===== src/rtl/core/rbm_pkg.sv =====
package rbm_pkg;

  // default sizes
  localparam int NUM_REGS_DEF   = 6;
  localparam int PROG_DEPTH_DEF = 64;
  localparam int WORD_BITS_DEF  = 64;

  // stream payload widths
  localparam int S_DATA_W = 104;
  localparam int S_USED_W = 98;
  localparam int S_USER_W = 2;
  localparam int M_DATA_W = 144;
  localparam int M_USER_W = 2;
  localparam int PORT_WORD_W = 64;

  // configuration port
  localparam int CFG_IDX_W  = 1;
  localparam int CFG_DATA_W = 7;
  localparam logic [CFG_IDX_W-1:0] CFG_COUNTER = 1'd0;
  localparam logic [CFG_IDX_W-1:0] CFG_LENGTH  = 1'd1;

  typedef enum logic [1:0] {
    CMD_LOAD  = 2'd0,
    CMD_WRITE = 2'd1,
    CMD_STEP  = 2'd2
  } cmd_t;

  typedef enum logic [1:0] {
    ST_EXEC = 2'd0,
    ST_HALT = 2'd1,
    ST_BAD  = 2'd2,
    ST_ACK  = 2'd3
  } status_t;

  typedef enum logic [3:0] {
    OP_ADDR = 4'd0,  OP_ADDI = 4'd1,  OP_MULR = 4'd2,  OP_MULI = 4'd3,
    OP_BANR = 4'd4,  OP_BANI = 4'd5,  OP_BORR = 4'd6,  OP_BORI = 4'd7,
    OP_SETR = 4'd8,  OP_SETI = 4'd9,  OP_GTIR = 4'd10, OP_GTRI = 4'd11,
    OP_GTRR = 4'd12, OP_EQIR = 4'd13, OP_EQRI = 4'd14, OP_EQRR = 4'd15
  } op_t;

  typedef enum logic [2:0] {
    S_IDLE,
    S_PC,
    S_DEC,
    S_EXEC,
    S_MUL,
    S_WC,
    S_WIP,
    S_DONE
  } state_t;

  typedef struct packed {
    logic [7:0] c;
    logic [7:0] b;
    logic [7:0] a;
    op_t        op;
  } instr_t;

  typedef struct packed {
    logic rd_en;
    logic wr_en;
  } mem_ctl_t;

  // bit 0: field A names a register, bit 1: field B names a register
  localparam logic [1:0] REG_USE [16] = '{
    2'd3, 2'd1, 2'd3, 2'd1, 2'd3, 2'd1, 2'd3, 2'd1,
    2'd1, 2'd0, 2'd2, 2'd1, 2'd3, 2'd2, 2'd1, 2'd3
  };

endpackage


===== src/rtl/core/rbm_regfile.sv =====
module rbm_regfile #(
  parameter int NUM_REGS  = rbm_pkg::NUM_REGS_DEF,
  parameter int WORD_BITS = rbm_pkg::WORD_BITS_DEF
) (
  input  logic                        clk,
  input  logic                        rst,
  input  rbm_pkg::mem_ctl_t           ctl,
  input  logic [$clog2(NUM_REGS)-1:0] rd_addr0,
  input  logic [$clog2(NUM_REGS)-1:0] rd_addr1,
  output logic [WORD_BITS-1:0]        rd_data0,
  output logic [WORD_BITS-1:0]        rd_data1,
  input  logic [$clog2(NUM_REGS)-1:0] wr_addr,
  input  logic [WORD_BITS-1:0]        wr_data
);

  logic [WORD_BITS-1:0] mem [NUM_REGS];
  logic [NUM_REGS-1:0]  vld;

  // entries read as zero until first written
  always_ff @(posedge clk) begin
    if (rst) begin
      vld <= '0;
    end else if (ctl.wr_en) begin
      vld[wr_addr] <= 1'b1;
    end
  end

  always_ff @(posedge clk) begin
    if (ctl.wr_en) begin
      mem[wr_addr] <= wr_data;
    end
  end

  always_ff @(posedge clk) begin
    if (ctl.rd_en) begin
      rd_data0 <= vld[rd_addr0] ? mem[rd_addr0] : '0;
      rd_data1 <= vld[rd_addr1] ? mem[rd_addr1] : '0;
    end
  end

endmodule


===== config.mk =====
export PLATFORM = sky130hd
export DESIGN_NAME = rbm_regfile
export DESIGN_NICKNAME = d
export VERILOG_FILES = /design/src/rtl/core/rbm_pkg.sv /design/src/rtl/core/rbm_regfile.sv
export SDC_FILE = /design/constraint.sdc
export NUM_CORES = 1
export LEC_CHECK = 0
export BUFFER_PORTS_ARGS = -buffer_cell sky130_fd_sc_hd__buf_2
export CAP_MARGIN = 40
export CORE_ASPECT_RATIO = 0.75
export CORE_MARGIN = 3
export CORE_UTILIZATION = 40
export DETAILED_ROUTE_END_ITERATION = 8
export SLEW_MARGIN = 0
export SYNTH_ARGS = -nofsm -noshare
export SYNTH_HDL_FRONTEND = slang
export SYNTH_SLANG_ARGS = --single-unit
export TNS_END_PERCENT = 5

===== constraint.sdc =====
create_clock -name clk -period 15 [get_ports clk]
set_input_delay 1.5 -clock clk [delete_from_list [all_inputs] [get_ports clk]]
set_output_delay 1.5 -clock clk [all_outputs]
set_load 0.02 [all_outputs]

**Word-level counts from Yosys, hierarchy flattened**

Memories as Yosys holds them, arrays and structs flattened. A register that Yosys moved wholly into a read port is not among the register bits.
Cells that the tools add are included.

- Register bits: 6
- Bits in latches: 0
- Bits in writable memories: 384
- Memory bits (read-only): 0
- Input bits: 77
- Output and inout port bits: 128
- Word-level logic and storage cells: 18
- Memories kept: 1

Memories:

| name | words | width | read ports | clocked after Yosys merged registers in | write ports | RTL line | text |
|---|---|---|---|---|---|---|---|
| mem | 6 | 64 | 2 | 2 | 1 | rbm_regfile.sv:16 | `logic [WORD_BITS-1:0] mem [NUM_REGS];` |

- Add/subtract/negate cells: 0
- $mul: 0
- Div/mod/pow operators: 0
- $lt $le $gt $ge: 4
- Eq/ne operators: 0
- Shifts and indexed selects: 0
- Muxes and demuxes: 8
- Bitwise logic cells: 1
- Reductions and logical operators: 3

Operators with widths:

| cell | number |
|---|---|
| $lt 3x4->1 const B | 3 |
| $bmux 1 s3 | 2 |
| $or 6x6->6 | 1 |
| $mux 1 | 5 |
| $demux 1 s3 | 1 |
| $ge 3x1->1 const B | 1 |
| $logic_not 1->1 | 2 |
| $logic_and 1x1->1 | 1 |

**Logic depth before layout (Yosys ltp)**

- Depth in word-level cells: 5
- Gate-level depth with buffers: 6
- Depth with buffers taken out: 4

**Least setup slack after synthesis**

No wires, ideal clock.

- Path kind: input port to flip-flop
- Start point: in wr_addr[1]
- End point: mem mem[4][0] (netlist bit) (enable)
- Library setup time: 0.582 ns
- Data arrival time: 6.396 ns
- Required time: 14.418 ns
- Path slack: 8.022 ns
- Stages on the path: 2
- Buffers on the path: 0
- Cells stage by stage: nand2b_1 > nor3b_1

RTL lines:

| item | RTL line | text |
|---|---|---|
| from (decl) | rbm_regfile.sv:12 | `input logic [$clog2(NUM_REGS)-1:0] wr_addr,` |
| to (decl) | rbm_regfile.sv:16 |  |

No word-level cell before the write port.

**Worst setup path after layout**

- Start point: in rd_addr1[2]
- End point: reg rd_data1[59], read port of mem (data pin)

- Word-level cells in the longest chain between the ends: 3

RTL lines:

| item | RTL line | text |
|---|---|---|
| from (decl) | rbm_regfile.sv:9 | `input logic [$clog2(NUM_REGS)-1:0] rd_addr1,` |
| $bmux 1 s3 | rbm_regfile.sv:37 | `rd_data1 <= vld[rd_addr1] ? mem[rd_addr1] : '0;` |
| $mux 1 (not written as such) | rbm_regfile.sv:37 |  |
| $logic_not 1->1 (no line) | -- |  |
| to (decl) | rbm_regfile.sv:11 | `output logic [WORD_BITS-1:0] rd_data1,` |

Parallel ways exist; a longest one is shown, timed or not. The select of a mux whose other input is x is not followed.
A chain may end at the register's enable or synchronous reset.

==> run metrics <==
H-tree depth=2; initial DRC count=about 850; Leak=around 9 nW; Net Switching=0.7121 mW; unrepaired setup endpoints after global routing=no; gr ovfl total=0; register area share after synthesis=approximately 70%; Avg WL per Cell=approximately 26 um; CTS tree=built; grt peak-use layer=met2; Layout Nets=around 1600; Min-Delay Path Class=reg -> reg; Total Wirelength=~58000 um; CTS Buffer Depth=3; Die Span Y=210.4 um; Least-Margin Pin Slew=about 900 ps; vias in the first global route=approximately 13000; Die X=278.5 um; CTS clk-pin slew, worst paths=roughly 60 ps; Slew HR=39.15%; synth warn=0; Total Neg Setup Slack=0 ps; largest net degree at the start of global routing=77; Pre-Repair DR Iteration Count=5; Post-CTS Setup Bufs=0; I/O Buffers=slightly above 200; fill count=4591; grt met3 use=roughly 4.0%; core area=about 55000 um2; Flop pwr share=between 50 and 60%; CTS Buf Count=53; synthesized flop and latch total=just over 500; Syn Nets=1375; final setup vio count=0; Fin. Hold Viols=0; area of the multi-input gates=6274 um2; crit-path max FO=41; vias post-DR=about 13000; Int Pwr=between 2 and 2.5 mW; Layout area overhead=16.15%; Setup crit start kind=input port; number of distinct library cells after synthesis=23; Worst Skew=11.99 ps; CP Buf/Inv Count=3; CTS Hold Bufs=0; Final Slew Violations=0; pwr dens=124.0 nW/um2; Max Freq=between 200 and 250 MHz; Total Routing Usage GR=approximately 19%; Avg Cell Area, Syn=approximately 17 um2; crit-path leading delay family=buffers and inverters; die area=58590 um2; Peak supply drop=0.06607 mV; Comb pwr share=between 7 and 8%; CP required=approximately 15000 ps; Root Buffer=clkbuf_16; Num Clock Sinks=~520; Initial Util=40.71%; clock power share=between 40% and 50%; max-cap check violation count=0; IO Pins=205; Netlist Area Pre-Place=roughly 22000 um2; Min Clock Period, post-route=between 4000 and 5000 ps; final worst-path cycle share=~28%; CP max stage cell=buf_4; critical path type=in -> reg; Avg Vias per Cell=5.640; grt met2 use=between 30% and 40%; met1 usage=26.63%; Critical Path Sink Type=register; post_cts resized=0; drt drc=0; Worst-Skew Late Latency=600 ps; initial antenna violation count=7; share of cells above drive strength 1=37.79%; first-pass GRT wire length=84940 um; Final Util=a little under half; worst path cell trace=buf_4, buf_4, nand2b_4, o22ai_1, nor2_4, buf_4, a211oi_1; max incr delay on CP=620 ps; crit-path most repeated cell=buf_4; storage element area=~15000 um2; most frequent cells in the layout=edfxtp_1, mux2_2, buf_2, mux2i_1, o22ai_1; Worst EP arrival=4440 ps; commonest non-fill, non-tap cell in the layout=edfxtp_1; post-detailed-placement half-perimeter wirelength=about 33000 um; status=finished, final reports clean; routability cong.=0.7602; sw frac=between 20% and 30%; Final ANT Viol Nets=0; Synth Instances=between 1000 and 1500; Rows=74
## cells in the mapped netlist, drive strengths merged
cell type / n / area share (%)
nand2: 1 / 0.017
nor2: 15 / 0.25
nor3b: 4 / 0.13
mux2: 252 / 13
nor2b: 4 / 0.11
nor3: 4 / 0.14
a2111oi: 2 / 0.11
nand2b: 4 / 0.11
mux2i: 134 / 6.0
o22ai: 127 / 3.6
and4b: 1 / 0.045
a211oi: 130 / 4.6
or2: 2 / 0.056
clkbuf: 35 / 0.59
edfxtp: 512 / 69
buf: 65 / 2.0
dfxtp: 6 / 0.54
## flip-flops by register name (all words and copies together), names as in the netlist
signal / cells
rd_data1: 64
mem: 384
rd_data0: 64
vld: 6
## path summary, 6_finish.rpt
| path | startpoint | end | slack [ps] | cells after the start |
|---|---|---|---|---|
| worst max-delay path | rd_addr1[2] | rd_data1[59] | 10860 | 7 |
| worst min-delay path | vld[0] | vld[0] | 500 | 2 |
| worst max register to register | vld[1] | rd_data1[59] | 12950 | 5 |
| worst min register to register | vld[0] | vld[0] | 500 | 2 |
## power groups by stage
stage	clock network [mW]	logic, mW	registers (mW)
global route	1.38	0.269	1.67
floorplan	0	0.134	1.72
finish	1.29	0.251	1.67
CTS	1.32	0.253	1.67
detailed placement	0	0.253	1.70
global placement	0	0.240	1.70
## through the flow
step / setup WS (ps) / hold WS (ps) / cells / power (mW) / cell area (um2)
3_5_place_dp: 10250 / 485.8 / 2157 / 1.953 / 24190
2_1_floorplan: 8022 / 461.5 / 1298 / 1.851 / 22280
6_report: 10860 / 498.8 / 2257 / 3.209 / 25880
5_1_grt: 10760 / 542.8 / 2255 / 3.325 / 25870
3_3_place_gp: 9981 / 478.2 / 2144 / 1.940 / 23870
4_1_cts: 10920 / 500.5 / 2254 / 3.246 / 25870
## routing by layer
layer / vias up / wire length, um
li1: 5713 / -
met4: 10 / 1164
met2: 416 / 26980
met1: 6481 / 25790
met5: - / 64
met3: 109 / 3757
## worst min-delay path: stages, from the launching register on
cell and delay, ps:
dfxtp_1 340, nor2_1 50, nor2_1 70
## area by class of cell
cell class	instances	share of cell area (%)
antenna	3	0.02901
sequential	518	59.88
timing repair buffer	237	5.860
clock buffer	73	5.580
tap	722	3.491
multi-input combinational	680	24.24
clock inverter	24	0.9187
## kinds of logic after synthesis
logic type / count (synthesis) / share of synthesized area [%]
flip-flops: 518 / 69.55
multiplexers: 386 / 18.76
buffers and inverters: 100 / 2.567
AO/OA/AOI/OAI: 259 / 8.256
AND/OR/NAND/NOR: 35 / 0.8704
(Power assumes the default switching activity.)
