[src/rtl/core/rbm_pkg.sv]
package rbm_pkg;

  // default sizes
  localparam int NUM_REGS_DEF   = 6;
  localparam int PROG_DEPTH_DEF = 64;
  localparam int WORD_BITS_DEF  = 64;

  // stream payload widths
  localparam int S_DATA_W = 104;
  localparam int S_USED_W = 98;
  localparam int S_USER_W = 2;
  localparam int M_DATA_W = 144;
  localparam int M_USER_W = 2;
  localparam int PORT_WORD_W = 64;

  // configuration port
  localparam int CFG_IDX_W  = 1;
  localparam int CFG_DATA_W = 7;
  localparam logic [CFG_IDX_W-1:0] CFG_COUNTER = 1'd0;
  localparam logic [CFG_IDX_W-1:0] CFG_LENGTH  = 1'd1;

  typedef enum logic [1:0] {
    CMD_LOAD  = 2'd0,
    CMD_WRITE = 2'd1,
    CMD_STEP  = 2'd2
  } cmd_t;

  typedef enum logic [1:0] {
    ST_EXEC = 2'd0,
    ST_HALT = 2'd1,
    ST_BAD  = 2'd2,
    ST_ACK  = 2'd3
  } status_t;

  typedef enum logic [3:0] {
    OP_ADDR = 4'd0,  OP_ADDI = 4'd1,  OP_MULR = 4'd2,  OP_MULI = 4'd3,
    OP_BANR = 4'd4,  OP_BANI = 4'd5,  OP_BORR = 4'd6,  OP_BORI = 4'd7,
    OP_SETR = 4'd8,  OP_SETI = 4'd9,  OP_GTIR = 4'd10, OP_GTRI = 4'd11,
    OP_GTRR = 4'd12, OP_EQIR = 4'd13, OP_EQRI = 4'd14, OP_EQRR = 4'd15
  } op_t;

  typedef enum logic [2:0] {
    S_IDLE,
    S_PC,
    S_DEC,
    S_EXEC,
    S_MUL,
    S_WC,
    S_WIP,
    S_DONE
  } state_t;

  typedef struct packed {
    logic [7:0] c;
    logic [7:0] b;
    logic [7:0] a;
    op_t        op;
  } instr_t;

  typedef struct packed {
    logic rd_en;
    logic wr_en;
  } mem_ctl_t;

  // bit 0: field A names a register, bit 1: field B names a register
  localparam logic [1:0] REG_USE [16] = '{
    2'd3, 2'd1, 2'd3, 2'd1, 2'd3, 2'd1, 2'd3, 2'd1,
    2'd1, 2'd0, 2'd2, 2'd1, 2'd3, 2'd2, 2'd1, 2'd3
  };

endpackage

[src/rtl/core/rbm_mul.sv]
module rbm_mul #(
  parameter int WORD_BITS = rbm_pkg::WORD_BITS_DEF
) (
  input  logic                 clk,
  input  logic                 rst,
  input  logic                 start,
  input  logic [WORD_BITS-1:0] x,
  input  logic [WORD_BITS-1:0] y,
  output logic                 done,
  output logic [WORD_BITS-1:0] p
);

  localparam int H  = (WORD_BITS + 1) / 2;
  localparam int FW = 2 * H;

  localparam logic [1:0] PH_LO     = 2'd0;
  localparam logic [1:0] PH_CROSS1 = 2'd1;
  localparam logic [1:0] PH_CROSS2 = 2'd2;
  localparam logic [1:0] PH_SUM    = 2'd3;

  logic [FW-1:0] xe, ye, pp, prod, acc;
  logic [H-1:0]  mx, my;
  logic [1:0]    ph;
  logic          busy;

  assign xe = FW'(x);
  assign ye = FW'(y);

  // low x low, then high x low, then low x high; high x high falls off the word
  assign mx = (ph == PH_CROSS1) ? xe[FW-1:H] : xe[H-1:0];
  assign my = (ph == PH_CROSS2) ? ye[FW-1:H] : ye[H-1:0];
  assign pp = mx * my;

  always_ff @(posedge clk) begin
    if (rst) begin
      busy <= 1'b0;
      ph   <= PH_LO;
      done <= 1'b0;
    end else begin
      done <= 1'b0;
      if (start && !busy) begin
        busy <= 1'b1;
        ph   <= PH_CROSS1;
      end else if (busy) begin
        ph <= ph + 2'd1;
        if (ph == PH_SUM) begin
          busy <= 1'b0;
          done <= 1'b1;
        end
      end
    end
  end

  always_ff @(posedge clk) begin
    if ((start && !busy) || (busy && ph != PH_SUM)) begin
      prod <= pp;
    end
    if (busy) begin
      if (ph == PH_CROSS1) begin
        acc <= prod;
      end else begin
        acc <= acc + (prod << H);
      end
    end
  end

  assign p = acc[WORD_BITS-1:0];

endmodule

[config.mk]
export PLATFORM = sky130hd
export DESIGN_NAME = rbm_mul
export DESIGN_NICKNAME = d
export VERILOG_FILES = /design/src/rtl/core/rbm_pkg.sv /design/src/rtl/core/rbm_mul.sv
export SDC_FILE = /design/constraint.sdc
export NUM_CORES = 2
export LEC_CHECK = 0
export BUFFER_PORTS_ARGS = -buffer_cell sky130_fd_sc_hd__buf_2
export CAP_MARGIN = 20
export CORE_MARGIN = 3
export CORE_UTILIZATION = 55
export DETAILED_ROUTE_END_ITERATION = 8
export PLACE_DENSITY = 0.73
export SLEW_MARGIN = 20
export SYNTH_ARGS = -nofsm -noshare
export SYNTH_HDL_FRONTEND = slang
export SYNTH_SLANG_ARGS = --single-unit
export TNS_END_PERCENT = 10
[constraint.sdc]
create_clock -name clk -period 12.65 [get_ports clk]
set_clock_uncertainty 0.1 [all_clocks]
set_input_delay 0.6325 -clock clk [delete_from_list [all_inputs] [get_ports clk]]
set_output_delay 0.6325 -clock clk [all_outputs]
set_load 0.005 [all_outputs]
Yosys cells after proc, flatten, opt, wreduce, memory -nomap -nowiden
Index checks and enable logic that the tools add are counted.

Register bits after elaboration: 132. Bits in latches: 0. Memory bits (writable): 0. Bits in read-only memories: 0. Output and inout port bits: 65. Memories: 0.

Add/subtract/negate cells: 2. $mul: 1. Div/mod/pow operators: 0. Order comparisons: 0. Eq/ne operators: 4. Shift-type cells: 0. Muxes and demuxes: 9. Bitwise logic cells: 1. Reduce and logical (&&, ||, !) cells: 7.

Operators with widths (count): $add A64 B64 Y64 (1); $mul A32 B32 Y64 (1); $mux W32 (2); $mux W64 (1); $mux W1 (6); $eq A2 B2 Y1 const B (2); $reduce_or A3 Y1 (1); $add A2 B1 Y2 const B (1); $eq A2 B1 Y1 const B (1); $logic_and A1 B1 Y1 (2); $ne A2 B2 Y1 const B (1); $reduce_bool A2 Y1 (1); $reduce_or A2 Y1 (1); $logic_not A1 Y1 (1); $logic_or A1 B1 Y1 (1); $not A1 Y1 (1).

Depth between registers and ports, before layout
Depth in word-level cells: 4. Mapped depth: 35.

Worst setup path before layout
No wires, ideal clock.

Path type: reg2reg. From: reg ph[0]. To: reg prod[56] (data pin). Data arrival time: 8.399 ns. Required time: 12.289 ns. Setup slack: 3.891 ns. Cell stages (with the launch flop): 31. Buffers on the path: 5. Cells stage by stage: dfxtp_1 -> inv_1 -> ha_1 -> clkbuf_1 -> clkbuf_1 -> buf_1 -> mux2i_1 -> clkbuf_1 -> nor2_1 -> fa_1 -> fa_1 -> inv_1 -> fa_1 -> inv_1 -> fa_1 -> inv_1 -> fa_1 -> fa_1 -> fa_1 -> fa_1 -> inv_1 -> ha_1 -> clkbuf_1 -> a21o_1 -> o21bai_1 -> a21o_1 -> a21oi_1 -> nand3_1 -> a41oi_1 -> o21ai_1 -> o311a_1.

Word-level cells in the longest chain between the ends: 3. Elaborated cells on any way between the ends: 5.

Ends and longest elaborated chain: start, declared (line rbm_mul.sv:23) `logic [1:0] ph;`; start signal, assigned (line rbm_mul.sv:45) `ph <= ph + 2'd1;`; $eq A2 B1 Y1 or $eq A2 B2 Y1 (tied branches) (line rbm_mul.sv:30, rbm_mul.sv:31); $mux W32, on equally long branches (line rbm_mul.sv:30, rbm_mul.sv:31); $mul A32 B32 Y64 * (line rbm_mul.sv:32) `assign pp = mx * my;`; via pp[56] (line rbm_mul.sv:21) `logic [FW-1:0] xe, ye, pp, prod, acc;`; end signal, assigned (line rbm_mul.sv:56) `prod <= pp;`; end, declared (line rbm_mul.sv:21).

Mark *: on every way through the listed nets, which the timed path passes. The rest lies on a longest branch. A chain may end at the register's enable or synchronous reset.

Worst setup path in the final report
From: reg ph[0]. To: reg prod[60] (data pin).

The elaborated chain is that of the path after synthesis.

==> impl_metrics.yaml <==
place:
  globalplace.congestion: 0.9902
  io_buffers: 195
  dp_hpwl_um: 100400
synth:
  ys_seq_elements: 132
  synth_adder_area_share: 0.5484
  ys.flop_type: "edfxtp_1"
  synth_mux_area_frac: 0.03530
  ys_seq_area_frac: 0.09928
  synth_compound_area_frac: 0.05932
  synth.top_cell.area_share: 0.4543
  synth-simple-area-share: 0.1336
  synth_area_leaders: "fa_1 45%, edfxtp_1 9.7%, ha_1 9.4%, inv_1 8.6%, nor2_1 5.8%"
  synth_xor_area_frac: 0.01773
  syn_inst: 4304
  syn-mean-instance-area_sq_um: 9.183
  synth-edff-count: 128
  yosysWarnings: 0
  yosysMostFrequentCell: "inv_1"
  yosys.area.top_type: "fa_1"
  synthArstFlopShare: 0
  synth_commonest_cells: "904 x inv_1, 897 x fa_1, 610 x nor2_1"
  synth.cell_area_sq_um: 39520
  yosysUniqueCellTypes: 79
  synth_top_family_by_area: "adder cells"
  syn_nets: 5629
run:
  cap_violations: 0
sta:
  min_period_ns: 9.872
  max_freq_mhz: 101.3
  tightest_slew_ns: 1.054
  setup_viol: 0
  post-route-period-util: 0.7804
  slew_headroom: 0.2832
  hold_violations: 0
  fin_setup_tns_ns: 0
  whs_ns: 0.3118
  rsz0062_at_grt: "no"
  final_max_slew_viol_count: 0
route:
  vias: 31604
  wl_met2_um: 55570
  wirelength_met1_um: 46350
  met3WireLength_um: 16100
  top_layer: "met5"
  drtIter0Drc: 3055
  wl_per_cell_um: 23.85
  finalWirelength_um: 127400
  remaining_drc_errors: 0
  ant_nets: 0
  vias_per_cell: 5.917
  drtPass1Iterations: 8
grt:
  antenna_found_initial: 2
  grt_pass1_vias: 33162
  grt_max_degree: 66
  grt_pass1_wl_um: 193700
  grt-ovfl-total: 0
  grt_use_total: 0.3475
clock_network:
  clockBufferDepth: 2
  htree_levels: 4
  cts_setup_buffers: 0
  insertion_delay_ns: 0.43
  clockRootBuffer: "clkbuf_16"
  cts_sinks: 132
  cts_resized: 0
  clkSlewWorstSetupHoldPaths_ns: 0.06
  cts_tree: "done"
  cts-buffers-inserted: 17
  cts_hold_buf: 0
finish:
  utilization: 0.5988
  synthToLayoutAreaGrowth_pct: 7.006
  drive_gt1_frac: 0.09843
  fin_nets: 5711
  nFillCells: 6095
floorplanning:
  boundaryPins: 196
  fp.dieW_um: 274.1
  die_y_um: 274.1
  start_util: 0.5596
  rows: 97
  core_sq_um: 70640
  dieArea_sq_um: 75110
setup_path:
  crit_path_start_kind: "register"
  arrival_ns: 9.94
  path_class: "register to register"
  worstSetupEndpointType: "register"
  critPathRequiredTime_ns: 12.72
  path_max_fanout: 39
outcome:
  outcome: "finished, final reports clean"
hold_path:
  worstHoldPathType: "input pin to register"
[worst paths after layout]
kind                            startpoint       end  slack (ns)  depth (start not counted)
worst max-delay path                 ph[0]  prod[60]        2.78                         26
worst min-delay path                   rst      done        0.31                          2
worst max register to register       ph[0]  prod[60]        2.78                         26
worst min register to register    prod[33]     p[33]        0.43                          2
[cells by family after synthesis]
logic type               Yosys count
AND/OR/NAND/NOR                 1309
adder cells (fa/ha/maj)         1194
multiplexers                     131
buffers and inverters           1107
flip-flops                       132
AO/OA/AOI/OAI                    351
XOR/XNOR                          80
[metal layers]
metal | GRT usage | vias to the layer above
li1 | - | 13194
met1 | 0.4547 | 15854
met2 | 0.5252 | 2035
met3 | 0.09223 | 519
met4 | 0.1998 | 2
met5 | 0 | -
[placed cells by master (no fill, tap or decap), types with 45 or more instances in the layout]
master	synthesis	routed
ha_1	297	295
o21ai_0	67	67
a21o_1	54	54
xnor2_1	45	45
buf_2	1	195
buf_4	1	71
a21oi_1	100	100
nand2_1	546	546
edfxtp_1	128	128
fa_1	897	897
mux2_2	67	67
nor2_1	610	610
inv_1	904	904
[area by class of cell]
cell class                 count  area (sq um)  area share
inverter                     904          3393     0.08023
timing repair buffer         266          1509     0.03568
clock inverter                15         226.5    0.005355
multi-input combinational   3065         31630      0.7480
sequential                   132          3924     0.09278
clock buffer                  17         425.4     0.01006
antenna                        2         5.005   0.0001183
tap                          940          1176     0.02781
[registers in the layout (all words and copies together), names as in the netlist]
signal  cells
p          64
busy        1
prod       64
ph          2
done        1
[per-stage QoR]
step,area [sq um],cells,setup WS [ns]
finish,42290,5341,2.778
CTS,42290,5339,3.019
floorplan,39520,4304,3.891
global route,42290,5339,2.489
global placement,41640,5307,3.085
detailed placement,41640,5307,3.055
[critical path, cell delays in order, from the launching register on]
cell,delay (ns)
dfxtp_1,0.38
inv_1,0.13
ha_4,0.73
buf_4,0.52
mux2_2,0.70
nand2_1,0.15
fa_1,0.51
inv_1,0.06
fa_1,0.52
inv_1,0.06
fa_1,0.58
inv_1,0.07
fa_1,0.49
fa_1,0.57
fa_1,0.42
fa_1,0.51
fa_1,0.41
ha_1,0.41
a21oi_1,0.25
o21bai_1,0.12
a21o_1,0.18
a21oi_1,0.18
nand3_1,0.22
a41oi_1,0.54
o21ai_0,0.30
a31oi_1,0.27
xnor2_1,0.10
Power is not shown: default switching activity piles up to over one toggle a cycle in this logic, so the estimate is an artifact.
